<file path="src/rtl/mrc_pkg.sv">
`timescale 1ns / 1ps
package mrc_pkg;

  localparam int COIL_COUNT_DEF      = 16;
  localparam int DISCRETE_COUNT_DEF  = 16;
  localparam int HOLDING_COUNT_DEF   = 16;
  localparam int INPUT_COUNT_DEF     = 16;
  localparam int MAX_READ_COUNT_DEF  = 125;
  localparam int MIN_FRAME_BYTES_DEF = 4;

  localparam int QUEUE_DEPTH = 2;
  localparam int HDR_BYTES   = 6;
  localparam int REQ_LEN     = 8;
  localparam int CNT_W       = 9;
  localparam int CFG_IDX_W   = 3;
  localparam int CFG_DATA_W  = 16;

  localparam logic [15:0] CRC_INIT = 16'hFFFF;
  localparam logic [15:0] CRC_POLY = 16'hA001;
  localparam logic [7:0]  FC_EXC_FLAG = 8'h80;
  localparam logic [7:0]  COIL_ON_BYTE = 8'hFF;

  localparam logic [7:0] FC_READ_COILS    = 8'd1;
  localparam logic [7:0] FC_READ_DISCRETE = 8'd2;
  localparam logic [7:0] FC_READ_HOLDING  = 8'd3;
  localparam logic [7:0] FC_READ_INPUT    = 8'd4;
  localparam logic [7:0] FC_WRITE_COIL    = 8'd5;
  localparam logic [7:0] FC_WRITE_REG     = 8'd6;

  typedef enum logic [CFG_IDX_W-1:0] {
    REG_STATION_ADDRESS = 3'd0,
    REG_FUNCTION_ENABLE = 3'd1,
    REG_COIL_START      = 3'd2,
    REG_DISCRETE_START  = 3'd3,
    REG_HOLDING_START   = 3'd4,
    REG_INPUT_REG_START = 3'd5
  } reg_index_t;

  typedef enum logic [1:0] {
    VERDICT_BAD    = 2'd0,
    VERDICT_OTHER  = 2'd1,
    VERDICT_ACCEPT = 2'd2,
    VERDICT_EXCEPT = 2'd3
  } verdict_t;

  typedef enum logic [1:0] {
    EXC_NONE      = 2'd0,
    EXC_ILL_FUNC  = 2'd1,
    EXC_ILL_ADDR  = 2'd2,
    EXC_ILL_VALUE = 2'd3
  } exc_t;

  typedef struct packed {
    logic [7:0] data_byte;
    logic       frame_end;
  } in_t;

  typedef struct packed {
    verdict_t    verdict;
    logic [7:0]  function_code;
    logic [15:0] start_address;
    logic [15:0] count_or_value;
    logic [7:0]  reply_byte_count;
    logic        coil_on;
    exc_t        exception_code;
    logic [15:0] exception_reply_crc;
  } out_t;

  typedef struct packed {
    logic [7:0]  station_address;
    logic [5:0]  function_enable;
    logic [15:0] coil_start;
    logic [15:0] discrete_start;
    logic [15:0] holding_start;
    logic [15:0] input_reg_start;
  } cfg_t;

  // summary of one received frame, handed from front to back
  typedef struct packed {
    logic                      bad;
    logic                      len8;
    logic [HDR_BYTES-1:0][7:0] hdr;
  } frame_t;

  function automatic logic [15:0] crc16_byte(input logic [15:0] crc, input logic [7:0] b);
    logic [15:0] c;
    c = crc ^ {8'h00, b};
    for (int i = 0; i < 8; i++) begin
      c = c[0] ? ((c >> 1) ^ CRC_POLY) : (c >> 1);
    end
    return c;
  endfunction

endpackage

</file>
<file path="src/rtl/mrc_back.sv">
`timescale 1ns / 1ps
module mrc_back #(
  parameter int COIL_COUNT     = mrc_pkg::COIL_COUNT_DEF,
  parameter int DISCRETE_COUNT = mrc_pkg::DISCRETE_COUNT_DEF,
  parameter int HOLDING_COUNT  = mrc_pkg::HOLDING_COUNT_DEF,
  parameter int INPUT_COUNT    = mrc_pkg::INPUT_COUNT_DEF,
  parameter int MAX_READ_COUNT = mrc_pkg::MAX_READ_COUNT_DEF
) (
  input  logic            clk,
  input  logic            rst,
  input  mrc_pkg::cfg_t   cfg,
  input  logic            head_valid,
  input  mrc_pkg::frame_t head,
  output logic            pop,
  output logic            res_valid,
  input  logic            res_stall,
  output mrc_pkg::out_t   res_data
);

  localparam logic [7:0] COIL_RBC     = 8'((COIL_COUNT + 7) / 8);
  localparam logic [7:0] DISCRETE_RBC = 8'((DISCRETE_COUNT + 7) / 8);

  logic          advance;
  logic [7:0]    fc;
  logic [15:0]   addr;
  logic [15:0]   cnt;
  logic          fc_ok;
  logic [2:0]    fc_idx;
  mrc_pkg::exc_t exc;
  logic [7:0]    rbc;
  logic          coil;
  logic [15:0]   reg_start;
  logic [16:0]   reg_block;
  logic [16:0]   coil_end;
  logic [16:0]   holding_end;
  logic [15:0]   crc_pre;
  mrc_pkg::out_t a_next;
  logic [15:0]   exc_crc;
  mrc_pkg::out_t b_next;

  // stage a: classified request, exception crc over address and function
  logic          a_valid;
  mrc_pkg::out_t a_data;

  assign advance = !res_valid || !res_stall;
  assign pop     = advance && head_valid;

  assign fc     = head.hdr[1];
  assign addr   = head.len8 ? {head.hdr[2], head.hdr[3]} : 16'h0000;
  assign cnt    = head.len8 ? {head.hdr[4], head.hdr[5]} : 16'h0000;
  assign fc_idx = fc[2:0] - 3'd1;
  assign fc_ok  = (fc >= mrc_pkg::FC_READ_COILS) && (fc <= mrc_pkg::FC_WRITE_REG)
                  && cfg.function_enable[fc_idx];

  assign reg_start   = (fc == mrc_pkg::FC_READ_HOLDING) ? cfg.holding_start
                                                        : cfg.input_reg_start;
  assign reg_block   = (fc == mrc_pkg::FC_READ_HOLDING) ? 17'(HOLDING_COUNT)
                                                        : 17'(INPUT_COUNT);
  assign coil_end    = {1'b0, cfg.coil_start} + 17'(COIL_COUNT);
  assign holding_end = {1'b0, cfg.holding_start} + 17'(HOLDING_COUNT);

  always_comb begin
    exc  = mrc_pkg::EXC_NONE;
    rbc  = 8'h00;
    coil = 1'b0;
    if (!fc_ok) begin
      exc = mrc_pkg::EXC_ILL_FUNC;
    end else if (!head.len8) begin
      exc = mrc_pkg::EXC_ILL_VALUE;
    end else begin
      unique case (fc) inside
        mrc_pkg::FC_READ_COILS: begin
          if (addr != cfg.coil_start || cnt != 16'(COIL_COUNT)) begin
            exc = mrc_pkg::EXC_ILL_ADDR;
          end
          rbc = COIL_RBC;
        end
        mrc_pkg::FC_READ_DISCRETE: begin
          if (addr != cfg.discrete_start || cnt != 16'(DISCRETE_COUNT)) begin
            exc = mrc_pkg::EXC_ILL_ADDR;
          end
          rbc = DISCRETE_RBC;
        end
        mrc_pkg::FC_READ_HOLDING, mrc_pkg::FC_READ_INPUT: begin
          if (cnt == 16'h0000 || cnt > 16'(MAX_READ_COUNT)) begin
            exc = mrc_pkg::EXC_ILL_VALUE;
          end else if (addr < reg_start ||
                       ({1'b0, addr} + {1'b0, cnt}) > ({1'b0, reg_start} + reg_block)) begin
            exc = mrc_pkg::EXC_ILL_ADDR;
          end
          rbc = {cnt[6:0], 1'b0};
        end
        mrc_pkg::FC_WRITE_COIL: begin
          if (cnt[7:0] != 8'h00 ||
              (cnt[15:8] != 8'h00 && cnt[15:8] != mrc_pkg::COIL_ON_BYTE)) begin
            exc = mrc_pkg::EXC_ILL_VALUE;
          end else if (addr < cfg.coil_start || {1'b0, addr} >= coil_end) begin
            exc = mrc_pkg::EXC_ILL_ADDR;
          end
          coil = cnt[15:8] == mrc_pkg::COIL_ON_BYTE;
        end
        default: begin
          if (addr < cfg.holding_start || {1'b0, addr} >= holding_end) begin
            exc = mrc_pkg::EXC_ILL_ADDR;
          end
        end
      endcase
    end
  end

  assign crc_pre = mrc_pkg::crc16_byte(mrc_pkg::crc16_byte(mrc_pkg::CRC_INIT,
                                       cfg.station_address), fc | mrc_pkg::FC_EXC_FLAG);

  always_comb begin
    a_next = '0;
    if (!head.bad) begin
      a_next.function_code = fc;
      if (head.hdr[0] != cfg.station_address) begin
        a_next.verdict = mrc_pkg::VERDICT_OTHER;
      end else if (exc == mrc_pkg::EXC_NONE) begin
        a_next.verdict          = mrc_pkg::VERDICT_ACCEPT;
        a_next.start_address    = addr;
        a_next.count_or_value   = cnt;
        a_next.reply_byte_count = rbc;
        a_next.coil_on          = coil;
      end else begin
        a_next.verdict             = mrc_pkg::VERDICT_EXCEPT;
        a_next.start_address       = addr;
        a_next.count_or_value      = cnt;
        a_next.exception_code      = exc;
        // finished with the exception code byte in the next stage
        a_next.exception_reply_crc = crc_pre;
      end
    end
  end

  assign exc_crc = mrc_pkg::crc16_byte(a_data.exception_reply_crc,
                                       {6'b0, a_data.exception_code});

  always_comb begin
    b_next = a_data;
    if (a_data.verdict == mrc_pkg::VERDICT_EXCEPT) begin
      b_next.exception_reply_crc = exc_crc;
    end
  end

  always_ff @(posedge clk) begin
    if (rst) begin
      a_valid   <= 1'b0;
      res_valid <= 1'b0;
    end else if (advance) begin
      a_valid   <= head_valid;
      res_valid <= a_valid;
    end
  end

  always_ff @(posedge clk) begin
    if (advance) begin
      a_data   <= a_next;
      res_data <= b_next;
    end
  end

endmodule

</file>
<file path="config.mk">
export PLATFORM = sky130hd
export DESIGN_NAME = mrc_back
export DESIGN_NICKNAME = d
export VERILOG_FILES = /design/src/rtl/mrc_pkg.sv /design/src/rtl/mrc_back.sv
export SDC_FILE = /design/constraint.sdc
export NUM_CORES = 1
export LEC_CHECK = 0
export BUFFER_PORTS_ARGS = -buffer_cell sky130_fd_sc_hd__buf_2
export CAP_MARGIN = 10
export CORE_MARGIN = 4
export CORE_UTILIZATION = 50
export DETAILED_ROUTE_END_ITERATION = 8
export PLACE_DENSITY = 0.84
export SYNTH_ARGS = -nofsm -noshare
export SYNTH_HDL_FRONTEND = slang
export SYNTH_SLANG_ARGS = --single-unit
export TNS_END_PERCENT = 1
</file>
<file path="constraint.sdc">
create_clock -name clk -period 13.1 [get_ports clk]
set_input_delay 0.655 -clock clk [delete_from_list [all_inputs] [get_ports clk]]
set_output_delay 0.655 -clock clk [all_outputs]
set_load 0.01 [all_outputs]
</file>
==> results of run 1 <==
==> area by class of cell <==
cell class	instances	area, µm²
fill	1632	7690
multi-input combinational	741	5350
sequential	138	4120
timing repair buffer	205	1040
clock buffer	19	443
tap	265	332
inverter	62	233
clock inverter	13	190
antenna	2	5.00
==> metrics by stage <==
step / power, mW / instance area, µm² / hold WS [ps]
2_1_floorplan: 0.679 / 9850 / 400
3_3_place_gp: 0.756 / 11100 / 401
3_5_place_dp: 0.762 / 11100 / 405
4_1_cts: 1.28 / 11700 / 397
5_1_grt: 1.33 / 11700 / 409
6_report: 1.27 / 11700 / 410
==> kinds of logic (layout without fill, tap and decap cells) <==
| kind of cell | count (synthesis) | after routing | share of synthesized area, % |
|---|---|---|---|
| other | 1 | 3 | 0.0381 |
| adder cells (fa/ha/maj) | 99 | 99 | 12.6 |
| multiplexers | 12 | 12 | 1.45 |
| XOR/XNOR | 102 | 102 | 9.07 |
| buffers and inverters | 97 | 299 | 3.91 |
| flip-flops | 138 | 138 | 41.9 |
| AO/OA/AOI/OAI | 199 | 199 | 13.4 |
| AND/OR/NAND/NOR | 328 | 328 | 17.7 |
==> where the power goes <==
| part | internal (mW) | leakage, nW | switching (mW) | total (mW) |
|---|---|---|---|---|
| Combinational | 0.101 | 3.30 | 0.144 | 0.245 |
| Sequential | 0.508 | 1.62 | 0.00694 | 0.515 |
| Clock | 0.326 | 0.309 | 0.188 | 0.514 |
==> state kept, by name (all words and copies together) (netlist names) <==
name       flops
a_data        68
a_valid        1
res_data      68
res_valid      1
==> synthesized netlist by cell type (3+ instances only) <==
master	count
o21ai_0	48
or4_1	3
o21bai_1	4
nor4_1	7
nand3b_1	5
a41oi_1	3
nor3_2	6
a22oi_1	10
a211o_1	3
nor4bb_1	5
inv_1	62
xnor2_1	86
and2_1	42
a211oi_1	5
mux2_2	8
or3_1	4
nand2_1	54
xor2_1	16
a31oi_1	10
o2111ai_1	5
clkbuf_1	29
nand2b_1	4
nor2_1	87
o31ai_1	4
a21oi_1	51
and4_1	4
a221oi_1	4
and3_1	12
nand3_1	24
a21o_1	8
nand4_1	26
nor3_1	24
o211ai_1	8
o32ai_1	3
mux2i_1	3
ha_1	96
nor2b_1	8
a2111oi_0	4
o221ai_1	4
edfxtp_1	136
==> routing by layer <==
metal,vias to the layer above,GRT usage (%)
met5,-,0
met4,0,10.7
met3,83,4.94
met2,407,39.9
met1,3966,32.1
li1,4000,-
==> path summary, 6_finish.rpt <==
check / from / to / slack (ps) / depth (start not counted)
worst max-delay path: head[48] / a_data[6] / 6410 / 20
worst min-delay path: rst / a_valid / 410 / 2
worst max register to register: a_data[17] / res_data[0] / 10900 / 7
worst min register to register: a_data[31] / res_data[31] / 420 / 0
==> worst max-delay path, stage by stage <==
cell and delay [ps]:
buf_2 720, nand2_1 270, inv_1 220, ha_1 250, a221oi_1 440, o31ai_1 170
a41oi_1 220, o21ai_0 160, or4b_2 630, a31oi_1 180, o21bai_1 100, xor2_1 150
ha_1 320, nand4_1 190, nor4_1 300, a21o_1 160, a31oi_1 60, a211o_1 400
o41ai_2 1050, nor2_1 150
==> impl_metrics.toml, run 1 <==
[timing]
timing.final.crit_share_pct = 51.1
worst_pin_slew_ps = 1170
finalWorstSetupSlack_ps = 6410
slew_headroom_pct = 21.2
slew_viol_final = 0
tns_ps = 0
timing.final.crit_period_ps = 6690
clock_skew_ps = 8.84
fmax_mhz = 149
setup_viol = 0
hold_violations = 0
grt_setup_unrepaired = "false"

[synth]
yosysTopAreaCellShare_pct = 41.5
synth.avg_cell_area_um2 = 10.1
synth_area_um2 = 9850
synth_edf_count = 136
yosysSeqAreaShare_pct = 41.9
synth_ff_type = "edfxtp_1"
synthDistinctLibCells = 76
ys_async_sr_fraction_pct = 0
netlist.top_cell.by_area = "edfxtp_1"
synth_nets = 1205
yosysWarnings = 0
synthCells = 976
synthTopCellsByArea = "edfxtp_1 41%, ha_1 12%, xnor2_1 7.6%"
ys_ff_latch = 138

[clock_network]
insertion_delay_ps = 430
path_clk_slew_ps = 60
cts_buffer_depth = 2
htree_num_levels = 4
clock-sinks = 138
cts_tree = "done"
cts_resized = 0
cts_root_buf = "clkbuf_16"
ctsHoldBuffers = 0
cts_setup_buffers = 0
cts_buffers = 17

[critical_path]
worstSetupStartpointType = "input port"
path_max_fanout = 64
worstSetupEndpointType = "flop"
arrival_ps = 6820
cp.required_ps = 13220
crit_type = "in2reg"

[placed_design]
hpwl_um = 21300
placed_cells = 1411
gp_congestion = 0.970
portBuffers = 201
dp_slack_ps = 6150

[route]
dr.pass1.iters = 5
wl_um = 27100
highest_layer = "met4"
wl_met1_um = 10900
routed_via_density = 5.85
drcViolationCount = 0
drt_iter0_markers = 679
drtAntennaViolNets = 0
wl_met2_um = 13000
wl_met3_um = 2190
vias = 8456
wl_per_cell_um = 18.7

[grt]
grt_pass1_wl_um = 42700
grt_use_total_pct = 24.6
grt_overflow = 0
first_global_vias = 8155
grt_max_degree = 77
antenna_found_initial = 1

[layout]
final_cell_mix = "201 x buf_2, 136 x edfxtp_1, 96 x ha_1"
num-nets-final = 1394
layout_commonest_cell = "buf_2"
area_growth_pct = 18.9
drive_gt1_share_pct = 22.5
finalNonFillerCells = 1445
final_util_pct = 60.4

[outcome]
status = "complete, no violations"

[die]
die_height_um = 148
start_util_pct = 50.8
pin_count = 203
rows = 51
core_area_um2 = 19400
die-area_um2 = 22000
die_width_um = 148

[run]
maxCapViolations = 0

[power_and_ir_drop]
leakage_nw = 5.23
vdd_drop_max_uv = 92.9
power_density_nw_per_um2 = 109

[worst_hold_path]
hp-class = "in2reg"
(Power assumes the default switching activity.)
==> run 2: changes to the inputs <==
Settings changed: PLACE_DENSITY 0.84 to 0.87.
Clock period 13.1 ns to 5.9 ns, I/O delays scaled along.
==> impl_metrics.toml, run 2 (synthesis gave the netlist of run 1 again) <==
[clock_network]
cts_root_buf = "clkbuf_16"
path_clk_slew_ps = 60
cts_buffers = 17
ctsHoldBuffers = 0
htree_num_levels = 4
clock-sinks = 138
cts_resized = 0
cts_tree = "done"
insertion_delay_ps = 420
cts_buffer_depth = 2
cts_setup_buffers = 0

[power_and_ir_drop]
p_clk_share_pct = 38.6
vdd_drop_max_uv = 179
p_sw_share_pct = 28.0
intPower_mw = 1.98
comb_power_share_pct = 19.8
switchingPower_mw = 0.771
power_density_nw_per_um2 = 235
leakage_nw = 5.24
pwr-share-seq_pct = 41.5

[grt]
grt_pass1_wl_um = 42400
antenna_found_initial = 1
grt_max_degree = 71
grt_use_total_pct = 24.4
grt_overflow = 0
first_global_vias = 8265

[die]
core_area_um2 = 19400
pin_count = 203
rows = 51
die_height_um = 148
die_width_um = 148
die-area_um2 = 22000
start_util_pct = 50.8

[critical_path]
arrival_ps = 5480
worstSetupStartpointType = "input port"
path_max_fanout = 7
cp.required_ps = 6160
worstSetupEndpointType = "flop"
r2r_slack_ps = 3670
crit_type = "in2reg"

[timing]
timing.final.crit_share_pct = 88.4
hold_violations = 0
finalWorstSetupSlack_ps = 683
setup_viol = 0
hold_slack_ps = 43.3
tns_ps = 0
slew_headroom_pct = 42.2
fmax_mhz = 192
worst_pin_slew_ps = 866
grt_setup_unrepaired = "false"
clock_skew_ps = 8.07
timing.final.crit_period_ps = 5220
slew_viol_final = 0

[route]
drtAntennaViolNets = 0
routed_via_density = 5.83
dr.pass1.iters = 6
wl_um = 27300
drt_iter0_markers = 718
wl_per_cell_um = 18.8
drcViolationCount = 0
vias = 8459

[layout]
num-nets-final = 1402
drive_gt1_share_pct = 23.0
area_growth_pct = 19.1
largestRegisters = "a_data (68), res_data (68)"
layout_commonest_cell = "buf_2"
final_cell_mix = "201 x buf_2, 136 x edfxtp_1, 96 x ha_1"

[placed_design]
portBuffers = 201
hpwl_um = 21500
dp_slack_ps = 341
gp_congestion = 0.973

[worst_hold_path]
hp-class = "in2reg"

[outcome]
status = "complete, no violations"

[run]
maxCapViolations = 0
-- run 2: area by class of cell --
type	instances	area, µm²
well taps	265	332
diodes	1	2.50
inverters	62	233
clock buffers	17	425
flip-flops and latches	138	4120
multi-input cells	741	5350
fillers	1630	7670
clock inverters	15	166
repair buffers	213	1100
-- run 2: path summary, 6_finish.rpt --
check	start	to	cells past startpoint
max reg2reg	res_valid	a_data[39]	2
max	head[48]	a_data[22]	23
min	rst	a_valid	2
min reg2reg	a_data[64]	res_data[64]	0
-- run 2: power by group through the flow --
stage               Sequential [mW]  Combinational [mW]  Clock [mW]
floorplan                      1.19               0.323           0
global placement               1.16               0.520           0
detailed placement             1.17               0.532           0
CTS                            1.15               0.540        1.07
global route                   1.15               0.600        1.11
finish                         1.14               0.546        1.06
-- run 2: metrics by stage --
stage	power (mW)	cells	utilization [%]	area [µm²]
floorplan	1.51	976	-	9850
global placement	1.68	1418	57.4	11100
detailed placement	1.70	1418	57.4	11100
CTS	2.76	1450	60.4	11700
global route	2.86	1452	60.5	11700
finish	2.76	1452	60.5	11700
-- run 2: per-layer routing --
metal	vias to the layer above	wire (µm)	track usage (%)
li1	4013	-	-
met1	3973	11200	30.8
met2	387	13100	41.2
met3	86	1970	4.66
met4	0	1040	10.5
met5	-	0	0
-- run 2: critical path: stages --
cell       delay (ps)
buf_2             140
nand2_1           150
inv_1              90
ha_1              240
inv_1              70
fa_1              200
a21boi_0          230
o31ai_1           140
a221oi_1          390
o21ai_0           180
a21oi_1           310
o21ai_0           170
a2111oi_0         440
a21oi_1            90
ha_1              320
nand4_1           160
nor4_1            300
a21o_1            150
a31oi_1            50
a211o_1           400
or4_1             580
buf_4             210
nor3_2            160
